$ cat src/rtl/rcs_pkg.sv
package rcs_pkg;

	// field widths
	localparam int LEN_W      = 11;
	localparam int SEQ_W      = 31;
	localparam int WORD_W     = 32;
	localparam int PORT_TAG_W = 16;

	// packet layout
	localparam int HEADER_BYTES         = 8;
	localparam int PORT_TAG_BYTES       = 2;
	localparam int MAX_PACKET_BYTES_DEF = 1400;

	// stream payload widths (tdata packed, padded to whole bytes)
	localparam int IN_TDATA_W  = 88;
	localparam int OUT_TDATA_W = 128;
	localparam int STATUS_W    = 2;

	// configuration port
	localparam int CFG_IDX_W  = 1;
	localparam int CFG_DATA_W = 16;

	typedef enum logic [CFG_IDX_W-1:0] {
		REG_CLIENT_MODE = 1'b0,
		REG_PORT_TAG    = 1'b1
	} cfg_reg_t;

	typedef enum logic {
		KIND_TX = 1'b0,
		KIND_RX = 1'b1
	} kind_t;

	typedef enum logic [STATUS_W-1:0] {
		ST_SENT     = 2'd0,
		ST_OVERFLOW = 2'd1,
		ST_ACCEPTED = 2'd2,
		ST_STALE    = 2'd3
	} status_t;

endpackage

$ cat src/rtl/reliable_channel_sequencer.sv
// Sequencing core of an even/odd reliable datagram channel. Each request on the
// s_axis side is either a transmit request (tuser = 0) or the two header words
// of a received packet (tuser = 1); each request gives exactly one result on the
// m_axis side, whose tuser carries the status (sent, overflow abort, accepted,
// stale drop). A transmit request decides whether the reliable slot is sent or
// resent, moves a pending message into an empty slot (message_taken tells the
// host to clear its buffer), builds both header words and reports whether the
// unreliable part still fits into MAX_PACKET_BYTES. A receive request drops
// stale sequences, reports how many packets were skipped, releases an
// acknowledged reliable slot and toggles the incoming parity. Sequence counters
// wrap at 31 bits. Timing: the decision for one request is made in the cycle it
// is accepted and lands in the result register, valid in the cycle after; a new
// request is taken every cycle while the output is free or being read, and the
// channel state registers, the only loop, update on acceptance. Result fields
// that do not apply are zero. Configuration (client_mode, port_tag) must be
// written via cfg_we/cfg_index/cfg_wdata only while idle; the block won't check.
module reliable_channel_sequencer #(
	parameter int MAX_PACKET_BYTES = rcs_pkg::MAX_PACKET_BYTES_DEF
) (
	input  logic                                clk,
	input  logic                                arst_n,

	input  logic                                cfg_we,
	input  logic [rcs_pkg::CFG_IDX_W-1:0]       cfg_index,
	input  logic [rcs_pkg::CFG_DATA_W-1:0]      cfg_wdata,

	input  logic                                s_axis_tvalid,
	output logic                                s_axis_tready,
	// [10:0] pending_length, [11] pending_overflow, [22:12] unreliable_length,
	// [54:23] rx_word_seq, [86:55] rx_word_ack, [87] zero
	input  logic [rcs_pkg::IN_TDATA_W-1:0]      s_axis_tdata,
	// [0] kind
	input  logic                                s_axis_tuser,

	output logic                                m_axis_tvalid,
	input  logic                                m_axis_tready,
	// [31:0] tx_word_seq, [63:32] tx_word_ack, [64] send_port_tag,
	// [80:65] port_tag_out, [91:81] reliable_bytes, [92] unreliable_included,
	// [93] message_taken, [124:94] dropped_count, [125] reliable_received,
	// [127:126] zero
	output logic [rcs_pkg::OUT_TDATA_W-1:0]     m_axis_tdata,
	// [1:0] status
	output logic [rcs_pkg::STATUS_W-1:0]        m_axis_tuser
);

	import rcs_pkg::*;

	// wide enough for header + tag + reliable bytes + unreliable bytes and the limit
	localparam int SPACE_W = $clog2(MAX_PACKET_BYTES + 2 * (2 ** LEN_W) +
		HEADER_BYTES + PORT_TAG_BYTES + 1);

	// configuration registers
	logic                  client_mode_q;
	logic [PORT_TAG_W-1:0] port_tag_q;

	// channel state
	logic [SEQ_W-1:0] out_seq_q;
	logic [SEQ_W-1:0] in_seq_q;
	logic [SEQ_W-1:0] in_acked_seq_q;
	logic             in_acked_parity_q;
	logic             in_reliable_parity_q;
	logic             out_reliable_parity_q;
	logic [SEQ_W-1:0] last_reliable_sent_seq_q;
	logic [LEN_W-1:0] reliable_slot_len_q;

	// result register
	logic                   res_valid_q;
	logic [OUT_TDATA_W-1:0] res_data_q;
	logic [STATUS_W-1:0]    res_status_q;

	// request fields
	logic [LEN_W-1:0]  pending_length;
	logic              pending_overflow;
	logic [LEN_W-1:0]  unreliable_length;
	logic [WORD_W-1:0] rx_word_seq;
	logic [WORD_W-1:0] rx_word_ack;

	logic accept;

	// transmit decision
	logic               slot_empty;
	logic               take_msg;
	logic               resend;
	logic               send_rel;
	logic [LEN_W-1:0]   slot_len_tx;
	logic [SEQ_W-1:0]   out_seq_next;
	logic [SPACE_W-1:0] used_bytes;
	logic [SPACE_W-1:0] total_bytes;
	logic               fits;

	// receive decision
	logic [SEQ_W-1:0] rx_seq;
	logic [SEQ_W-1:0] rx_ack;
	logic             rx_rel_msg;
	logic             rx_rel_ack;
	logic             fresh;
	logic [SEQ_W-1:0] dropped;

	// next result
	logic [OUT_TDATA_W-1:0] res_data_d;
	status_t                res_status_d;

	assign pending_length    = s_axis_tdata[10:0];
	assign pending_overflow  = s_axis_tdata[11];
	assign unreliable_length = s_axis_tdata[22:12];
	assign rx_word_seq       = s_axis_tdata[54:23];
	assign rx_word_ack       = s_axis_tdata[86:55];

	// output register frees as soon as its result is taken
	assign s_axis_tready = !res_valid_q || m_axis_tready;
	assign accept        = s_axis_tvalid && s_axis_tready;

	assign m_axis_tvalid = res_valid_q;
	assign m_axis_tdata  = res_data_q;
	assign m_axis_tuser  = res_status_q;

	// transmit: resend on an ack of the other parity, or load a fresh message
	assign slot_empty   = (reliable_slot_len_q == '0);
	assign take_msg     = slot_empty && (pending_length != '0);
	assign resend       = (in_acked_seq_q > last_reliable_sent_seq_q) &&
		(in_acked_parity_q != out_reliable_parity_q);
	assign send_rel     = resend || take_msg;
	assign slot_len_tx  = take_msg ? pending_length : reliable_slot_len_q;
	assign out_seq_next = out_seq_q + SEQ_W'(1);

	// space check: header, optional port tag, reliable bytes, then unreliable
	assign used_bytes  = SPACE_W'(HEADER_BYTES) +
		(client_mode_q ? SPACE_W'(PORT_TAG_BYTES) : SPACE_W'(0)) +
		(send_rel ? SPACE_W'(slot_len_tx) : SPACE_W'(0));
	assign total_bytes = used_bytes + SPACE_W'(unreliable_length);
	assign fits        = (total_bytes <= SPACE_W'(MAX_PACKET_BYTES));

	// receive: anything not newer than the last accepted sequence is stale
	assign rx_seq     = rx_word_seq[SEQ_W-1:0];
	assign rx_ack     = rx_word_ack[SEQ_W-1:0];
	assign rx_rel_msg = rx_word_seq[WORD_W-1];
	assign rx_rel_ack = rx_word_ack[WORD_W-1];
	assign fresh      = (rx_seq > in_seq_q);
	assign dropped    = rx_seq - in_seq_q - SEQ_W'(1);

	always_comb begin
		res_data_d   = '0;
		res_status_d = ST_SENT;
		if (s_axis_tuser == KIND_TX) begin
			if (pending_overflow) begin
				res_status_d = ST_OVERFLOW;
			end else begin
				res_status_d       = ST_SENT;
				res_data_d[31:0]   = {send_rel, out_seq_q};
				res_data_d[63:32]  = {in_reliable_parity_q, in_seq_q};
				res_data_d[64]     = client_mode_q;
				res_data_d[80:65]  = client_mode_q ? port_tag_q : '0;
				res_data_d[91:81]  = send_rel ? slot_len_tx : '0;
				res_data_d[92]     = fits;
				res_data_d[93]     = take_msg;
			end
		end else begin
			if (fresh) begin
				res_status_d       = ST_ACCEPTED;
				res_data_d[124:94] = dropped;
				res_data_d[125]    = rx_rel_msg;
			end else begin
				res_status_d = ST_STALE;
			end
		end
	end

	// configuration writes
	always_ff @(posedge clk or negedge arst_n) begin
		if (!arst_n) begin
			client_mode_q <= 1'b0;
			port_tag_q    <= '0;
		end else if (cfg_we) begin
			unique case (cfg_reg_t'(cfg_index))
				REG_CLIENT_MODE: client_mode_q <= cfg_wdata[0];
				REG_PORT_TAG:    port_tag_q    <= cfg_wdata[PORT_TAG_W-1:0];
				default: ;
			endcase
		end
	end

	// channel state, updated in the cycle a request is accepted
	always_ff @(posedge clk or negedge arst_n) begin
		if (!arst_n) begin
			out_seq_q                <= SEQ_W'(1);
			in_seq_q                 <= '0;
			in_acked_seq_q           <= '0;
			in_acked_parity_q        <= 1'b0;
			in_reliable_parity_q     <= 1'b0;
			out_reliable_parity_q    <= 1'b0;
			last_reliable_sent_seq_q <= '0;
			reliable_slot_len_q      <= '0;
		end else if (accept) begin
			if (s_axis_tuser == KIND_TX) begin
				if (!pending_overflow) begin
					out_seq_q <= out_seq_next;
					if (take_msg) begin
						reliable_slot_len_q   <= pending_length;
						out_reliable_parity_q <= !out_reliable_parity_q;
					end
					if (send_rel) begin
						last_reliable_sent_seq_q <= out_seq_next;
					end
				end
			end else if (fresh) begin
				// the peer saw our current parity: slot is released
				if (rx_rel_ack == out_reliable_parity_q) begin
					reliable_slot_len_q <= '0;
				end
				in_seq_q          <= rx_seq;
				in_acked_seq_q    <= rx_ack;
				in_acked_parity_q <= rx_rel_ack;
				if (rx_rel_msg) begin
					in_reliable_parity_q <= !in_reliable_parity_q;
				end
			end
		end
	end

	// result register
	always_ff @(posedge clk or negedge arst_n) begin
		if (!arst_n) begin
			res_valid_q <= 1'b0;
		end else if (accept) begin
			res_valid_q <= 1'b1;
		end else if (m_axis_tready) begin
			res_valid_q <= 1'b0;
		end
	end

	always_ff @(posedge clk) begin
		if (accept) begin
			res_data_q   <= res_data_d;
			res_status_q <= res_status_d;
		end
	end

endmodule

$ cat config.mk
export PLATFORM = sky130hd
export DESIGN_NAME = reliable_channel_sequencer
export DESIGN_NICKNAME = d
export VERILOG_FILES = /design/src/rtl/rcs_pkg.sv /design/src/rtl/reliable_channel_sequencer.sv
export SDC_FILE = /design/constraint.sdc
export NUM_CORES = 1
export LEC_CHECK = 0
export ABC_AREA = 1
export BUFFER_PORTS_ARGS = -buffer_cell sky130_fd_sc_hd__clkbuf_2
export CAP_MARGIN = 0
export CORE_ASPECT_RATIO = 1.25
export CORE_MARGIN = 2
export CORE_UTILIZATION = 55
export DETAILED_ROUTE_END_ITERATION = 8
export GPL_TIMING_DRIVEN = 0
export PLACE_DENSITY = 0.78
export SKIP_CTS_REPAIR_TIMING = 1
export SLEW_MARGIN = 20
export SYNTH_ARGS = -nofsm -noshare
export SYNTH_HDL_FRONTEND = slang
export SYNTH_SLANG_ARGS = --single-unit
export TNS_END_PERCENT = 20
$ cat constraint.sdc
create_clock -name clk -period 12.1 [get_ports clk]
set_input_delay 3.025 -clock clk [delete_from_list [all_inputs] [get_ports clk]]
set_output_delay 3.025 -clock clk [all_outputs]
set_load 0.02 [all_outputs]
==> impl_metrics.yaml <==
run_status:
  status: "finished, final reports clean"
global_route:
  grt_max_degree: 83
  grt_antenna_before_repair: 1
  gr-total-overflow: 0
  grt_pass1_wl_um: 66100
  first_global_vias: 13137
  grtUsageTotal_pct: 28.4
critical_path:
  cpPeakStageDelay_ns: 0.18
  critical_path_class: "in -> out"
  cp_top_family: "buffers and inverters"
  crit_buf_inv: 3
  crit_chain: "clkbuf_2, inv_1, nand2_1, clkbuf_2"
  rr_startpoint: "in_acked_seq_q[14]"
  crit_start: "m_axis_tready"
  cp-end-kind: "primary output"
  cp_max_fo: 3
  required_ns: 9.07
  cp.arrival_ns: 3.40
  cp_slowest_cell: "clkbuf_2"
  crit_path_start_kind: "primary input"
  crit_top_cell: "clkbuf_2"
routing:
  drc: 0
  routed_wl_um: 41800
  drt_first_pass_iters: 5
  postRouteAntennaNets: 0
  vias: 13067
  drt_iter0_drc: 770
  vias_per_cell: 5.26
  wl_per_cell_um: 16.9
logic_synthesis:
  synthTopCellsByArea: "dfrtp_1 25%, edfxtp_1 25%, nand2_1 12%, ha_1 6.9%, inv_1 5.9%"
  synth.top_cell.area_share_pct: 25.3
  synth_most_common_cell: "nand2_1"
  synth_edf_count: 128
  synth_warnings: 0
  synth_area_leader_cell: "dfrtp_1"
  synth_area_sq_um: 15300
  synth_cell_types: 42
  synth_seq_cells: 284
  synthArstFlopShare_pct: 54.9
  yosysSeqAreaShare_pct: 50.5
  synth_common_cells: "488 x nand2_1, 243 x inv_1, 237 x nor2_1"
  yosys_most_used_dff: "dfrtp_1"
  synth_cells: 1835
  syn_avg_cell_area_sq_um: 8.36
pwr:
  p_per_area_nw_per_um2: 161
  ir_drop_uv: 135
  leakage_uw: 0.00940
layout:
  multi_input_area_sq_um: 6370
  drive_gt1_share_pct: 16.0
  stdcell_area_sq_um: 18000
  fin_nets: 2306
  nFillCells: 2365
  area_growth_pct: 17.4
  layout.area.seq_sq_um: 7750
die:
  ioPinCount: 243
  initial_core_util_pct: 55.6
  die-area_sq_um: 29200
  die_x_um: 153
  core.rowCount: 68
  die_h_um: 191
  coreArea_sq_um: 27600
sta:
  min_period_ns: 6.42
  setup_viol: 0
  report.final.hold_viol_count: 0
  final.period_utilization_pct: 53.1
  slew_violations: 0
  final.setup.tns_ns: 0
  slew_headroom_pct: 40.0
  worstMarginPinSlew_ns: 0.899
  fmax_ghz: 0.156
  fin_skew_ns: 0.0217
  grt_setup_unrepaired: "no"
place:
  dp_hpwl_um: 32200
  port_buffers: 239
  dpl_cell_area_sq_um: 17000
  gp_congestion: 0.948
clock_network:
  cts.sinks: 284
  cts_buffer_depth: 3
  cts_max_level: 1
  numCtsBuffers: 29
  clock_latency_ns: 0.57
  cts.clk_slew.worst_paths_ns: 0.07
  cts_tree: "yes"
  clock-root-buffer: "clkbuf_16"
hold_path:
  hp-class: "reg -> reg"
  worstHoldStart: "last_reliable_sent_seq_q[13]"
job:
  cap_violations: 0
-- cell usage in the layout, fill, tap and decap left out, drive strengths merged, types with 3 or more instances in the layout --
cell type | netlist | final
nand3 | 98 | 98
a21oi | 94 | 94
clkinv | 2 | 13
ha | 84 | 84
o21bai | 8 | 8
nor3 | 29 | 29
xnor2 | 4 | 4
nand2 | 497 | 497
o21a | 3 | 3
dfrtp | 155 | 155
nor2 | 239 | 239
fa | 3 | 3
nand4 | 16 | 16
clkbuf | 19 | 294
edfxtp | 128 | 128
a21o | 10 | 10
xor2 | 44 | 44
buf | 35 | 37
o21ai | 105 | 105
inv | 245 | 247
bufinv | 0 | 3
a31oi | 3 | 3
-- layout make-up --
| class | count | share of cell area (%) |
|---|---|---|
| antenna | 1 | 0.0139 |
| buffer | 54 | 1.62 |
| clock buffer | 36 | 4.40 |
| clock inverter | 18 | 0.952 |
| inverter | 247 | 5.18 |
| multi-input combinational | 1251 | 35.4 |
| sequential | 284 | 43.0 |
| tap | 350 | 2.43 |
| timing repair buffer | 241 | 7.00 |
-- registers in the layout (all words and copies together), names as in the netlist, 2 cells and up --
| name | flops |
|---|---|
| m_axis_tuser | 2 |
| port_tag_q | 16 |
| reliable_slot_len_q | 11 |
| m_axis_tdata | 126 |
| last_reliable_sent_seq_q | 31 |
| in_acked_seq_q | 31 |
| in_seq_q | 31 |
| out_seq_q | 31 |
-- stage by stage --
stage | power, uW | utilization (%) | setup WS [ns] | hold slack (ns) | cells
2_1_floorplan | 1770 | - | 5.23 | 0.442 | 1836
3_3_place_gp | 1970 | 61.6 | 3.92 | 0.457 | 2425
3_5_place_dp | 2000 | 61.8 | 5.67 | 0.458 | 2427
4_1_cts | 2910 | 65.3 | 5.67 | 0.474 | 2481
5_1_grt | 3070 | 65.3 | 5.64 | 0.484 | 2482
6_report | 2900 | 65.3 | 5.68 | 0.475 | 2482
-- power breakdown --
group	total (uW)	leakage (uW)	internal (uW)	switching, uW
sequential	1220	0.00312	1140	80.8
combinational	766	0.00580	250	516
clock	912	0.000472	529	384
-- final timing paths --
path | depth (start not counted) | slack, ns | to
setup reg to reg | 25 | 7.83 | m_axis_tdata[92]
setup / recovery | 4 | 5.68 | s_axis_tready
min in group asynchronous | 1 | 2.48 | out_seq_q[25]
max in group asynchronous | 2 | 8.75 | in_seq_q[15]
hold reg to reg | 2 | 0.48 | last_reliable_sent_seq_q[13]
hold / removal | 2 | 0.48 | last_reliable_sent_seq_q[13]
-- worst min-delay path: cells and delay by family, from the launching register on --
kind	cells	cell delay [ns]
flops	1	0.34
simple gates	2	0.11
-- layer usage --
| layer | vias to the layer above | wire length (um) | GRT usage (%) | share of wire (%) |
|---|---|---|---|---|
| met1 | 6134 | 16400 | 33.3 | 39 |
| met2 | 388 | 21900 | 52.5 | 52 |
| li1 | 6430 | - | - | - |
| met3 | 115 | 1720 | 3.23 | 4.1 |
| met5 | - | 0 | 0 | 0 |
| met4 | 0 | 1800 | 12.1 | 4.3 |
-- cells by family after synthesis --
| family | synth area share, % |
|---|---|
| xor gates and xnor gates | 2.74 |
| and+or+nand+nor | 23.6 |
| buffers and inverters | 7.95 |
| other | 0.0245 |
| DFF | 50.5 |
| adders and majority gates | 7.24 |
| AOI/OAI and AO/OA | 7.95 |
No activity file was read; power rests on OpenSTA's default activity.
